**src/sv/pcgs_pkg.sv**
```systemverilog
`default_nettype none
// ----------------------------------------------------------------------------
// pcgs_pkg
// Shared widths, codes, configuration and control types of the packed cost
// grid store.
// ----------------------------------------------------------------------------
package pcgs_pkg;

    // field widths
    localparam int COORD_W    = 16;
    localparam int DIM_W      = 13;
    localparam int COST_W     = 2;
    localparam int OP_W       = 2;
    localparam int IDXO_W     = 12;
    localparam int STAT_W     = 2;
    localparam int PROD_W     = 2 * DIM_W;
    localparam int LIN_W      = PROD_W + 1;
    localparam int CFG_IDX_W  = 3;
    localparam int CFG_DATA_W = 16;

    // parameter defaults
    localparam int CELL_BITS_DEF = 2;
    localparam int MAX_CELLS_DEF = 4096;

    // operation codes
    localparam logic [OP_W-1:0] OP_READ       = 2'd0;
    localparam logic [OP_W-1:0] OP_SET        = 2'd1;
    localparam logic [OP_W-1:0] OP_CLEAR_BITS = 2'd2;
    localparam logic [OP_W-1:0] OP_CLEAR_ALL  = 2'd3;

    // result status codes
    localparam logic [STAT_W-1:0] STAT_OK        = 2'd0;
    localparam logic [STAT_W-1:0] STAT_READ_OUT  = 2'd1;
    localparam logic [STAT_W-1:0] STAT_WRITE_OUT = 2'd2;

    // configuration register indexes
    localparam logic [CFG_IDX_W-1:0] REG_ORIGIN_X     = 3'd0;
    localparam logic [CFG_IDX_W-1:0] REG_ORIGIN_Z     = 3'd1;
    localparam logic [CFG_IDX_W-1:0] REG_GRID_WIDTH   = 3'd2;
    localparam logic [CFG_IDX_W-1:0] REG_GRID_HEIGHT  = 3'd3;
    localparam logic [CFG_IDX_W-1:0] REG_BLOCK_COST   = 3'd4;
    localparam logic [CFG_IDX_W-1:0] REG_UNKNOWN_COST = 3'd5;

    // configuration reset values
    localparam logic [COORD_W-1:0] ORIGIN_RST = 16'd0;
    localparam logic [DIM_W-1:0]   DIM_RST    = 13'd64;
    localparam logic [COST_W-1:0]  COST_RST   = 2'd3;

    typedef struct packed {
        logic [COORD_W-1:0] origin_x;
        logic [COORD_W-1:0] origin_z;
        logic [DIM_W-1:0]   grid_width;
        logic [DIM_W-1:0]   grid_height;
        logic [COST_W-1:0]  block_cost;
        logic [COST_W-1:0]  unknown_cost;
    } pcgs_cfg_t;

    // controller to datapath
    typedef struct packed {
        logic load_item;
        logic do_calc;
        logic do_lookup;
        logic do_update;
        logic clr_start;
        logic clr_step;
        logic load_clr_result;
    } pcgs_cmd_t;

    // datapath to controller
    typedef struct packed {
        logic item_clear_all;
        logic clr_last;
        logic out_free;
    } pcgs_stat_t;

endpackage
`default_nettype wire

```
**src/sv/pcgs_cfg.sv**
```systemverilog
`default_nettype none
// ----------------------------------------------------------------------------
// pcgs_cfg
// Configuration register file: origin, grid size and the two fixed costs.
// ----------------------------------------------------------------------------
module pcgs_cfg
    import pcgs_pkg::*;
(
    input  wire logic                  aclk,
    input  wire logic                  aresetn,
    input  wire logic                  cfg_we,
    input  wire logic [CFG_IDX_W-1:0]  cfg_index,
    input  wire logic [CFG_DATA_W-1:0] cfg_data,
    output pcgs_cfg_t                  cfg
);

    pcgs_cfg_t cfg_reg;

    // register writes, unknown indexes ignored
    always_ff @(posedge aclk) begin
        if (!aresetn) begin
            cfg_reg.origin_x     <= ORIGIN_RST;
            cfg_reg.origin_z     <= ORIGIN_RST;
            cfg_reg.grid_width   <= DIM_RST;
            cfg_reg.grid_height  <= DIM_RST;
            cfg_reg.block_cost   <= COST_RST;
            cfg_reg.unknown_cost <= COST_RST;
        end else if (cfg_we) begin
            case (cfg_index)
                REG_ORIGIN_X:     cfg_reg.origin_x     <= cfg_data[COORD_W-1:0];
                REG_ORIGIN_Z:     cfg_reg.origin_z     <= cfg_data[COORD_W-1:0];
                REG_GRID_WIDTH:   cfg_reg.grid_width   <= cfg_data[DIM_W-1:0];
                REG_GRID_HEIGHT:  cfg_reg.grid_height  <= cfg_data[DIM_W-1:0];
                REG_BLOCK_COST:   cfg_reg.block_cost   <= cfg_data[COST_W-1:0];
                REG_UNKNOWN_COST: cfg_reg.unknown_cost <= cfg_data[COST_W-1:0];
                default: begin
                end
            endcase
        end
    end

    assign cfg = cfg_reg;

endmodule
`default_nettype wire

```
**config.mk**
```make
export PLATFORM = sky130hd
export DESIGN_NAME = pcgs_cfg
export DESIGN_NICKNAME = d
export VERILOG_FILES = /design/src/sv/pcgs_pkg.sv /design/src/sv/pcgs_cfg.sv
export SDC_FILE = /design/constraint.sdc
export NUM_CORES = 1
export LEC_CHECK = 0
export BUFFER_PORTS_ARGS = -buffer_cell sky130_fd_sc_hd__buf_2
export CAP_MARGIN = 40
export CORE_ASPECT_RATIO = 2
export CORE_UTILIZATION = 49
export CTS_CLUSTER_DIAMETER = 80
export DETAILED_ROUTE_END_ITERATION = 8
export GPL_ROUTABILITY_DRIVEN = 0
export PLACE_DENSITY = 0.77
export SLEW_MARGIN = 20
export SYNTH_ARGS = -nofsm -noshare
export SYNTH_HDL_FRONTEND = slang
export SYNTH_SLANG_ARGS = --single-unit
export TNS_END_PERCENT = 1
```
**constraint.sdc**
```tcl
create_clock -name aclk -period 1.6 [get_ports aclk]
set_clock_uncertainty 0.15 [all_clocks]
set_input_delay 0.16 -clock aclk [delete_from_list [all_inputs] [get_ports aclk]]
set_output_delay 0.16 -clock aclk [all_outputs]
set_load 0.01 [all_outputs]
```
[Word level (Yosys, flattened, before mapping)]
Index checks and enable logic that the tools add are counted.
Cells by class
  eq/ne operators: 5
  reduce and logical (&&, ||, !) cells: 7
Operator list (number)
  $reduce_and 2->1: 6
  $eq 3x2->1 const B: 2
  $eq 3x3->1 const B: 2
  $eq 3x1->1 const B: 1
  $logic_not 3->1: 1
Word-level totals
  register bits: 62

[Depth between registers and ports, before layout]
  depth in word-level cells: 2
  depth in mapped cells: 4
  mapped depth without buffers: 2

[Worst setup path after synthesis]
OpenSTA, ideal clock, no wires.
  kind: input port to flip-flop
  start point: input cfg_index[1]
  end point: register cfg_reg (netlist bit cfg[46])
  library setup time: 0.120 ns
  data arrival time: 1.090 ns
  data required time: 1.330 ns
  setup slack: 0.240 ns
  cell stages on the path: 4
  path buffers: 2
  cell sequence: or4b_1 buf_6 buf_8 mux2i_1
Between the ends
  cells in the longest elaborated chain, start to end: 2
RTL lines
  start, declared: RTL line pcgs_cfg.sv:12  | input wire logic [CFG_IDX_W-1:0] cfg_index,
  $logic_not 3->1: RTL line pcgs_cfg.sv:29  | case (cfg_index)
  $reduce_and 2->1 (no line)
  end, declared: RTL line pcgs_cfg.sv:17  | pcgs_cfg_t cfg_reg;
No other way between the ends.
A chain may end at the register's enable or synchronous reset.

[Final worst setup path]
  start point: input cfg_index[1]
  end point: register cfg_reg (netlist bit cfg[51])
The elaborated chain is that of the path after synthesis.

==> impl_results.md <==
* Run status: complete, no violations
* Mapped Area at 2330 um^2
* Worst-Margin Slew at 327 ps
* Resized cells post-CTS at 0
* Core Box Area at 4600 um^2
* Post-Route Setup TNS at 0 ps
* R2r worst-path depth at 2
* Initial antenna violation count at 0
* Seq/Total Area, Yosys at 53.2%
* Max-slew violation count at 0
* Routed WL at 5.23 mm
* Wirelength per Cell at 13.8 um
* Most common cell in the synthesized netlist: nand2_1
* Register bit total from synthesis at 62
* Startpoint types: primary input
* Area leader, netlist: dfxtp_1
* Iter 0 DRT Violations at 17
* Synth top area cells: dfxtp_1, mux2i_1, nand2_1, nor2b_1, clkbuf_1
* Post-Syn Area per Cell at 10.3 um^2
* Initial Util at 50.7%
* Port Buffers at 83
* Critical Path AT at 1230 ps
* Vias/cell at 4.92
* Share of layout cells above drive strength 1 at 33.0%
* Final HPWL DP at 3.63 mm
* Num CTS Buffers at 9
* Die height at 99.6 um
* Slew headroom at 78.2%
* CTS H-tree lvls at 3
* Total GRT Usage at 22.1%
* Async S/R FF share, synth at 0%
* Peak Freq at 851 MHz
* Number of nets in the layout at 342
* Cell chosen for the clock root: clkbuf_8
* First-pass GRT wire length at 8.18 mm
* Finished Cell Area at 3070 um^2
* Hold WS at 9.01 ps
* R2r startpoint: cfg[55]
* Max reg flops at 62
* Final setup vio count at 0
* Max-cap violations at 0
* Maximum clock path buffer count at 2
* Rows at 35
* Hold_sp: cfg_data[4]
* Worst vdd ir at 692 uV
* Hold Vio Cnt, Final at 0
* Netlist cell types at 13
* Grt ovf at 0
* Width of the die at 50.8 um
* # hold bufs at CTS at 7
* Worst EP required at 1660 ps
* DR vias at 1866
* Pwr Total at 3.08 mW
* Hold path endpoint: cfg[8]
* Mapped Nets at 249
* Final worst-path cycle share at 73.5%
* Crit. Startpoint: cfg_index[1]
* Critical Path Fanout Max at 16
* WS Path Type: in2reg
* Worst-path clk slew at 70 ps
* Number of synthesized flops with an enable pin at 0
* Setup Buffers After CTS at 0
* Post-place instance area at 2820 um^2
* Worst-skew pair later-pin latency at 330 ps
* Yosys warning count at 0
* Worst hold stages at 3
* Hold/Removal Path Class: in2reg
* Top FF cell, synth: dfxtp_1
* # clock sinks at 62
* P per Cell Area at 1000 nW/um^2
* Critical Path Sink Type: flip-flop
* Post-route ant nets at 0
* Die footprint at 5060 um^2
* Area Growth Syn to Fin at 31.7%
* Ant diodes at 0
* Reg-to-Reg End: cfg[55]
* Vias in the first global route at 1815
* CTS tree: built
* Top cells by count, synth: nand2_1, dfxtp_1, mux2i_1, clkbuf_1, nor2b_1
* Largest net degree at the start of global routing at 44
* Final Util at 66.8%
* Tmin final at 1180 ps
* Lkg Pwr at 1.65 nW
* # IOs at 84
* DR pass1 iterations at 4
* Synth top area share at 53.2%
* Unrepaired setup endpoints after global routing: no
* Post-route DRC at 0
* R2R Setup Slk at 820 ps
* Syn Inst Count at 227
critical path: stages:
cell and delay (ps):
buf_2 140, or4b_1 530, buf_4 240, mux2i_1 150
final cells by class:
cell class	count	area, um^2
Clock buffer	12	165
Clock inverter	3	18.8
Fill cell	409	1530
Multi-Input combinational cell	149	1020
Sequential cell	62	1240
Tap cell	55	68.8
Timing Repair Buffer	98	558
placed cells by master (no fill, tap or decap), drive strengths merged:
| cell | synthesis | routed |
|---|---|---|
| dfxtp | 62 | 62 |
| nand4b | 2 | 2 |
| nor2b | 9 | 9 |
| nand4bb | 1 | 1 |
| nor4bb | 2 | 2 |
| dlygate4sd3 | 0 | 7 |
| nand2 | 72 | 72 |
| clkinv | 0 | 3 |
| mux2i | 62 | 62 |
| buf | 6 | 91 |
| or4b | 1 | 1 |
| clkbuf | 10 | 12 |
worst max path at each step:
| stage | endpoint | depth (start not counted) |
|---|---|---|
| floorplan | cfg[46] | 4 |
| global placement | cfg[52] | 4 |
| detailed placement | cfg[51] | 4 |
| CTS | cfg[19] | 1 |
| global route | cfg[7] | 1 |
| finish | cfg[51] | 4 |
power breakdown:
group	internal, mW	leakage [nW]	switching [mW]
combinational	0.109	1.05	0.132
sequential	1.58	0.502	0.0174
clock	0.677	0.0982	0.562
total	2.36	1.65	0.711
stage by stage:
step,worst slack [ps],instances
finish,425,379
global route,414,379
CTS,438,379
detailed placement,91.2,357
global placement,119,357
floorplan,240,227
routing by layer:
metal  part of all wire (%)  up-vias  routed length, um  track usage, %
li1                       -      933                  -               -
met1                     39      871               2050            23.0
met2                     55       53               2850            38.1
met3                    4.2        9                221            6.88
met4                    2.0        0                102            12.4
met5                      0        -                  0               0
logic make-up (layout without fill, tap and decap cells):
kind of cell	after synthesis	after routing	share of synthesized area (%)
DFF	62	62	53.2
buffers and inverters	16	113	3.70
and+or+nand+nor	87	87	16.5
muxes	62	62	26.6
Power figures use the tool's default switching activity.
