## src/sv/pcgs_pkg.sv

```systemverilog
`default_nettype none
// ----------------------------------------------------------------------------
// pcgs_pkg
// Shared widths, codes, configuration and control types of the packed cost
// grid store.
// ----------------------------------------------------------------------------
package pcgs_pkg;

    // field widths
    localparam int COORD_W    = 16;
    localparam int DIM_W      = 13;
    localparam int COST_W     = 2;
    localparam int OP_W       = 2;
    localparam int IDXO_W     = 12;
    localparam int STAT_W     = 2;
    localparam int PROD_W     = 2 * DIM_W;
    localparam int LIN_W      = PROD_W + 1;
    localparam int CFG_IDX_W  = 3;
    localparam int CFG_DATA_W = 16;

    // parameter defaults
    localparam int CELL_BITS_DEF = 2;
    localparam int MAX_CELLS_DEF = 4096;

    // operation codes
    localparam logic [OP_W-1:0] OP_READ       = 2'd0;
    localparam logic [OP_W-1:0] OP_SET        = 2'd1;
    localparam logic [OP_W-1:0] OP_CLEAR_BITS = 2'd2;
    localparam logic [OP_W-1:0] OP_CLEAR_ALL  = 2'd3;

    // result status codes
    localparam logic [STAT_W-1:0] STAT_OK        = 2'd0;
    localparam logic [STAT_W-1:0] STAT_READ_OUT  = 2'd1;
    localparam logic [STAT_W-1:0] STAT_WRITE_OUT = 2'd2;

    // configuration register indexes
    localparam logic [CFG_IDX_W-1:0] REG_ORIGIN_X     = 3'd0;
    localparam logic [CFG_IDX_W-1:0] REG_ORIGIN_Z     = 3'd1;
    localparam logic [CFG_IDX_W-1:0] REG_GRID_WIDTH   = 3'd2;
    localparam logic [CFG_IDX_W-1:0] REG_GRID_HEIGHT  = 3'd3;
    localparam logic [CFG_IDX_W-1:0] REG_BLOCK_COST   = 3'd4;
    localparam logic [CFG_IDX_W-1:0] REG_UNKNOWN_COST = 3'd5;

    // configuration reset values
    localparam logic [COORD_W-1:0] ORIGIN_RST = 16'd0;
    localparam logic [DIM_W-1:0]   DIM_RST    = 13'd64;
    localparam logic [COST_W-1:0]  COST_RST   = 2'd3;

    typedef struct packed {
        logic [COORD_W-1:0] origin_x;
        logic [COORD_W-1:0] origin_z;
        logic [DIM_W-1:0]   grid_width;
        logic [DIM_W-1:0]   grid_height;
        logic [COST_W-1:0]  block_cost;
        logic [COST_W-1:0]  unknown_cost;
    } pcgs_cfg_t;

    // controller to datapath
    typedef struct packed {
        logic load_item;
        logic do_calc;
        logic do_lookup;
        logic do_update;
        logic clr_start;
        logic clr_step;
        logic load_clr_result;
    } pcgs_cmd_t;

    // datapath to controller
    typedef struct packed {
        logic item_clear_all;
        logic clr_last;
        logic out_free;
    } pcgs_stat_t;

endpackage
`default_nettype wire

```

## src/sv/pcgs_ctrl.sv

```systemverilog
`default_nettype none
// ----------------------------------------------------------------------------
// pcgs_ctrl
// Controller: sequences the reset sweep, the per-word lookup and
// read-modify-write, and the clear-all sweep.
// ----------------------------------------------------------------------------
module pcgs_ctrl
    import pcgs_pkg::*;
(
    input  wire logic aclk,
    input  wire logic aresetn,
    input  wire logic s_valid,
    output logic      s_ready,
    input  pcgs_stat_t stat,
    output pcgs_cmd_t  cmd
);

    localparam logic [2:0] S_INIT     = 3'd0;
    localparam logic [2:0] S_IDLE     = 3'd1;
    localparam logic [2:0] S_CALC     = 3'd2;
    localparam logic [2:0] S_LOOK     = 3'd3;
    localparam logic [2:0] S_UPD      = 3'd4;
    localparam logic [2:0] S_CLR      = 3'd5;
    localparam logic [2:0] S_CLR_DONE = 3'd6;

    logic [2:0] state_reg;
    logic [2:0] state_next;

    // next state and commands
    always_comb begin
        state_next = state_reg;
        cmd        = '0;
        s_ready    = 1'b0;
        case (state_reg)
            S_INIT: begin
                cmd.clr_step = 1'b1;
                if (stat.clr_last) begin
                    state_next = S_IDLE;
                end
            end
            S_IDLE: begin
                s_ready = 1'b1;
                if (s_valid) begin
                    cmd.load_item = 1'b1;
                    if (stat.item_clear_all) begin
                        cmd.clr_start = 1'b1;
                        state_next    = S_CLR;
                    end else begin
                        state_next = S_CALC;
                    end
                end
            end
            S_CALC: begin
                cmd.do_calc = 1'b1;
                state_next  = S_LOOK;
            end
            S_LOOK: begin
                cmd.do_lookup = 1'b1;
                state_next    = S_UPD;
            end
            S_UPD: begin
                if (stat.out_free) begin
                    cmd.do_update = 1'b1;
                    state_next    = S_IDLE;
                end
            end
            S_CLR: begin
                cmd.clr_step = 1'b1;
                if (stat.clr_last) begin
                    state_next = S_CLR_DONE;
                end
            end
            S_CLR_DONE: begin
                if (stat.out_free) begin
                    cmd.load_clr_result = 1'b1;
                    state_next          = S_IDLE;
                end
            end
            default: begin
                state_next = S_IDLE;
            end
        endcase
    end

    // state register, reset starts the clearing sweep
    always_ff @(posedge aclk) begin
        if (!aresetn) begin
            state_reg <= S_INIT;
        end else begin
            state_reg <= state_next;
        end
    end

endmodule
`default_nettype wire

```

## config.mk

```make
export PLATFORM = sky130hd
export DESIGN_NAME = pcgs_ctrl
export DESIGN_NICKNAME = d
export VERILOG_FILES = /design/src/sv/pcgs_pkg.sv /design/src/sv/pcgs_ctrl.sv
export SDC_FILE = /design/constraint.sdc
export NUM_CORES = 1
export LEC_CHECK = 0
export ABC_AREA = 1
export BUFFER_PORTS_ARGS = -buffer_cell sky130_fd_sc_hd__buf_2
export CAP_MARGIN = 15
export CELL_PAD_IN_SITES_DETAIL_PLACEMENT = 0
export CELL_PAD_IN_SITES_GLOBAL_PLACEMENT = 2
export CORE_MARGIN = 4
export CORE_UTILIZATION = 21
export DETAILED_ROUTE_END_ITERATION = 10
export GPL_TIMING_DRIVEN = 1
export HOLD_SLACK_MARGIN = 0.03
export PLACE_DENSITY_LB_ADDON = 0.15
export SETUP_SLACK_MARGIN = 0.05
export SYNTH_ARGS = -nofsm -noshare
export SYNTH_HDL_FRONTEND = slang
export SYNTH_SLANG_ARGS = --single-unit
```

## constraint.sdc

```tcl
create_clock -name aclk -period 2.5 [get_ports aclk]
set_clock_uncertainty 0.05 [all_clocks]
set_input_delay 0 -clock aclk [delete_from_list [all_inputs] [get_ports aclk]]
set_output_delay 0 -clock aclk [all_outputs]
set_load 0.02 [all_outputs]
```

Word-level counts from Yosys, hierarchy flattened
Cells that the tools add are included.
{ "classes": {"mux": 18, "eq_ne": 10, "n_reduce_logical": 4} }
{ "ops": {"columns": ["operator", "n"], "rows": [
  ["3-bit case mux with 6 select lines", 1],
  ["3-bit 2-to-1 mux", 5],
  ["1-bit 2-to-1 mux", 12],
  ["3-bit == test, second input constant", 3],
  ["3-bit by 2-bit == test with 1-bit output, second input constant", 2],
  ["2-bit != test, second input constant", 3],
  ["4-bit AND reduction", 1],
  ["2-bit OR reduction", 2],
  ["3-bit by 1-bit == test with 1-bit output, second input constant", 1],
  ["3-bit logical NOT", 1],
  ["2-bit by 1-bit != test with 1-bit output, second input constant", 1]
]} }
{ "totals": {"regBits": 3} }

Logic depth before layout (Yosys ltp)
{ "depth": {"depth_word": 4, "ltp_mapped": 8} }

Least setup slack after synthesis
Ideal clock, no wire load.
{ "synth_timing": {"path_kind": "register to output", "from": "reg state_reg[2]", "to": "out cmd[3] (netlist bit)", "setup_slack_ns": 1.253, "t_arrival_ns": 1.197, "stages_incl_launch_ff": 3, "cell_sequence": "dfxtp_1 inv_2 nor4_1"} }
{ "synth_rtl": {"columns": ["element", "line_no", "source"], "rows": [
  ["start: declaration", "pcgs_ctrl.sv:26", "logic [2:0] state_reg;"],
  ["start signal: assignment", "pcgs_ctrl.sv:90", "state_reg <= state_next;"],
  ["end: declaration", "pcgs_ctrl.sv:15", "output pcgs_cmd_t cmd"]
]} }

==> results.md <==
* Outcome: finished, final reports clean
* GPL Wtd Cong at 0.7079
* Crit. Startpoint: state_reg[0]
* Min-delay src: stat[1]
* Drt wl/cell at 10.17 µm
* Mean Syn Cell Area at 5.962 µm²
* Share of the synthesized area in the top cell type at 0.1975
* Fmax at 713.2 MHz
* Busiest grt layer: met2
* # port buffers at 13
* Antenna cell count at 0
* Area of the die at 2121 µm²
* Area Overhead vs Synth at 37.04%
* Drt pass-1 iters at 4
* Die X at 46.05 µm
* Worst setup SP type: flop
* Synth area leader: dfxtp_1
* Clock latency on the worst-skew pair at 240 ps
* Hold Fails Final Rpt at 0
* Hold Crit Class: in -> reg
* Grt met3 use at 0.02734
* DP HPWL at 667.8 µm
* Crit path max fanout at 12
* Synth area leaders: dfxtp_1 20%, nand2_1 11%, nor2_1 9.9%, inv_1 7.4%, nand2_4 7.4%
* Worst Path Required at 2450 ps
* Initial antenna violation count at 0
* Synth warnings at 0
* Syn_nets at 57
* Sequential cell area fraction in the yosys report at 0.1975
* Placed cell count at 78
* WL final at 844 µm
* Reg clk slew, reported paths at 40 ps
* Synth Cell Area at 304.0 µm²
* DRT iter0 DRCs at 5
* Unique cell type count in the Yosys netlist at 15
* Maximum level of the CTS H-tree at 1
* Grt met2 use at 0.1511
* Post-synthesis async set-or-reset flop share at 0
* Die Ht at 46.05 µm
* Initial Util at 0.2280
* Vias per cell at 4.373
* Pleak at 0.2320 nW
* Area of the core at 1334 µm²
* Critical Path AT at 1350 ps
* Postcts setup bufs at 0
* Drt drc at 0
* Crit Path Class: reg -> out
* Grt met1 use at 0.1021
* Vias in the first global route at 350
* TritonCTS clock tree: done
* Finished Layout Cells at 83
* Slew headroom at 0.7069
* Worst slew pin tran at 439.0 ps
* Setup_tns at 0 ps
* Minimum clock period at 1402 ps
* Post-route ant nets at 0
* Main synth FF type: dfxtp_1
* Cell with the most instances after synthesis: nand2_1
* Layout cell share with drive strength beyond 1 at 0.4118
* Total CTS buffers at 3
* Std cell rows at 13
* Clk sink count at 3
* Max reg flops at 3
* Maximum buffer depth of the clock tree at 2
* GRT Util Overall at 0.09350
* Flops & latches, synth at 3
* First-pass GRT wire length at 1386 µm
* Final Setup Violations at 0
* Fin. max-slew vios at 0
* Final #Nets at 75
* Power per cell area at 1139 nW/µm²
* Pin count of the biggest net entering global routing at 13
* Vias at 363
* Final Cycle Share at 0.5609
* RSZ-0062 raised after global routing: no
* Number of standard cells after synthesis at 51
* Total grt overflow at 0
* VDD IR max at 294.3 µV
* Root Buffer Master: clkbuf_4
* Post-synth EDFFs at 0
* Ports at 14
* Critical Path Sink Type: output port
* Max-Cap Viols at 0
* Worst r2r src: state_reg[0]
* Most instantiated cells after synthesis: 9 x nand2_1, 8 x nor2_1, 6 x inv_1
[repair_timing]
action	4_1_cts	5_1_grt
resized for setup	0	0
hold buffers	1	0
endpoints found under the hold margin	3	0
[final timing paths]
path | end | slack [ps] | depth (start not counted)
worst max-delay path | cmd[2] | 1100 | 3
worst min-delay path | state_reg[1] | 120 | 5
worst max register to register | state_reg[2] | 1190 | 7
worst min register to register | state_reg[1] | 540 | 2
[kinds of logic (layout without fill, tap and decap cells)]
logic type | after synthesis | count (layout) | synth area share
DFF | 3 | 3 | 0.1975
and+or+nand+nor | 35 | 35 | 0.6173
buffers and inverters | 10 | 27 | 0.1358
AOI/OAI and AO/OA | 3 | 3 | 0.04937
[layer usage]
layer  up-vias  share of wire
li1        193              -
met1       156           0.45
met3         2          0.068
met4         0          0.017
met2        12           0.46
met5         -              0
[critical path, stage by stage, from the launching register on]
cell and delay [ps]:
dfxtp_1 580, nand3_2 190, nor3_1 160, buf_2 190
[layout by cell type, fill, tap and decap left out]
master,synthesis,final
nand3_2,1,1
dlygate4sd3_1,0,1
nor2_2,2,2
nor3_1,4,4
nor4_1,1,1
dfxtp_1,3,3
inv_1,6,6
buf_2,0,13
inv_2,3,3
nand2_4,2,2
nand3_1,4,4
clkbuf_1,0,1
nor3_2,2,2
nor2_1,8,8
nand2_1,9,9
a21oi_1,3,3
nand2_2,2,2
clkbuf_4,0,3
[metrics by stage]
step	utilization	cell area [µm²]	setup slack (ps)	hold WS, ps	total power, W
after floorplan	-	304.0	1253	59.22	0.0003239
after global placement	0.2852	380.4	1178	210.5	0.0003966
after detailed placement	0.2852	380.4	1194	200.0	0.0003895
after CTS	0.3124	416.7	1091	114.2	0.0004815
after global routing	0.3124	416.7	946.5	156.7	0.0005172
final	0.3124	416.7	1098	115.1	0.0004744
[final cells by class]
class / instances / area [µm²]
clock buffer: 4 / 26.28
fill: 160 / 917.1
inverter: 9 / 33.78
multi-input combinational: 38 / 202.7
sequential: 3 / 60.06
tap: 15 / 18.77
timing repair buffer: 14 / 75.07
[report_power, final]
group	switching, W	internal, W	total, W	leakage, nW
Sequential	0.0000445	0.0000659	0.000110	0.0249
Combinational	0.000179	0.0000982	0.000277	0.192
Clock	0.0000271	0.0000599	0.0000870	0.0150
Total	0.000250	0.000224	0.000474	0.232
(Power assumes the default switching activity.)
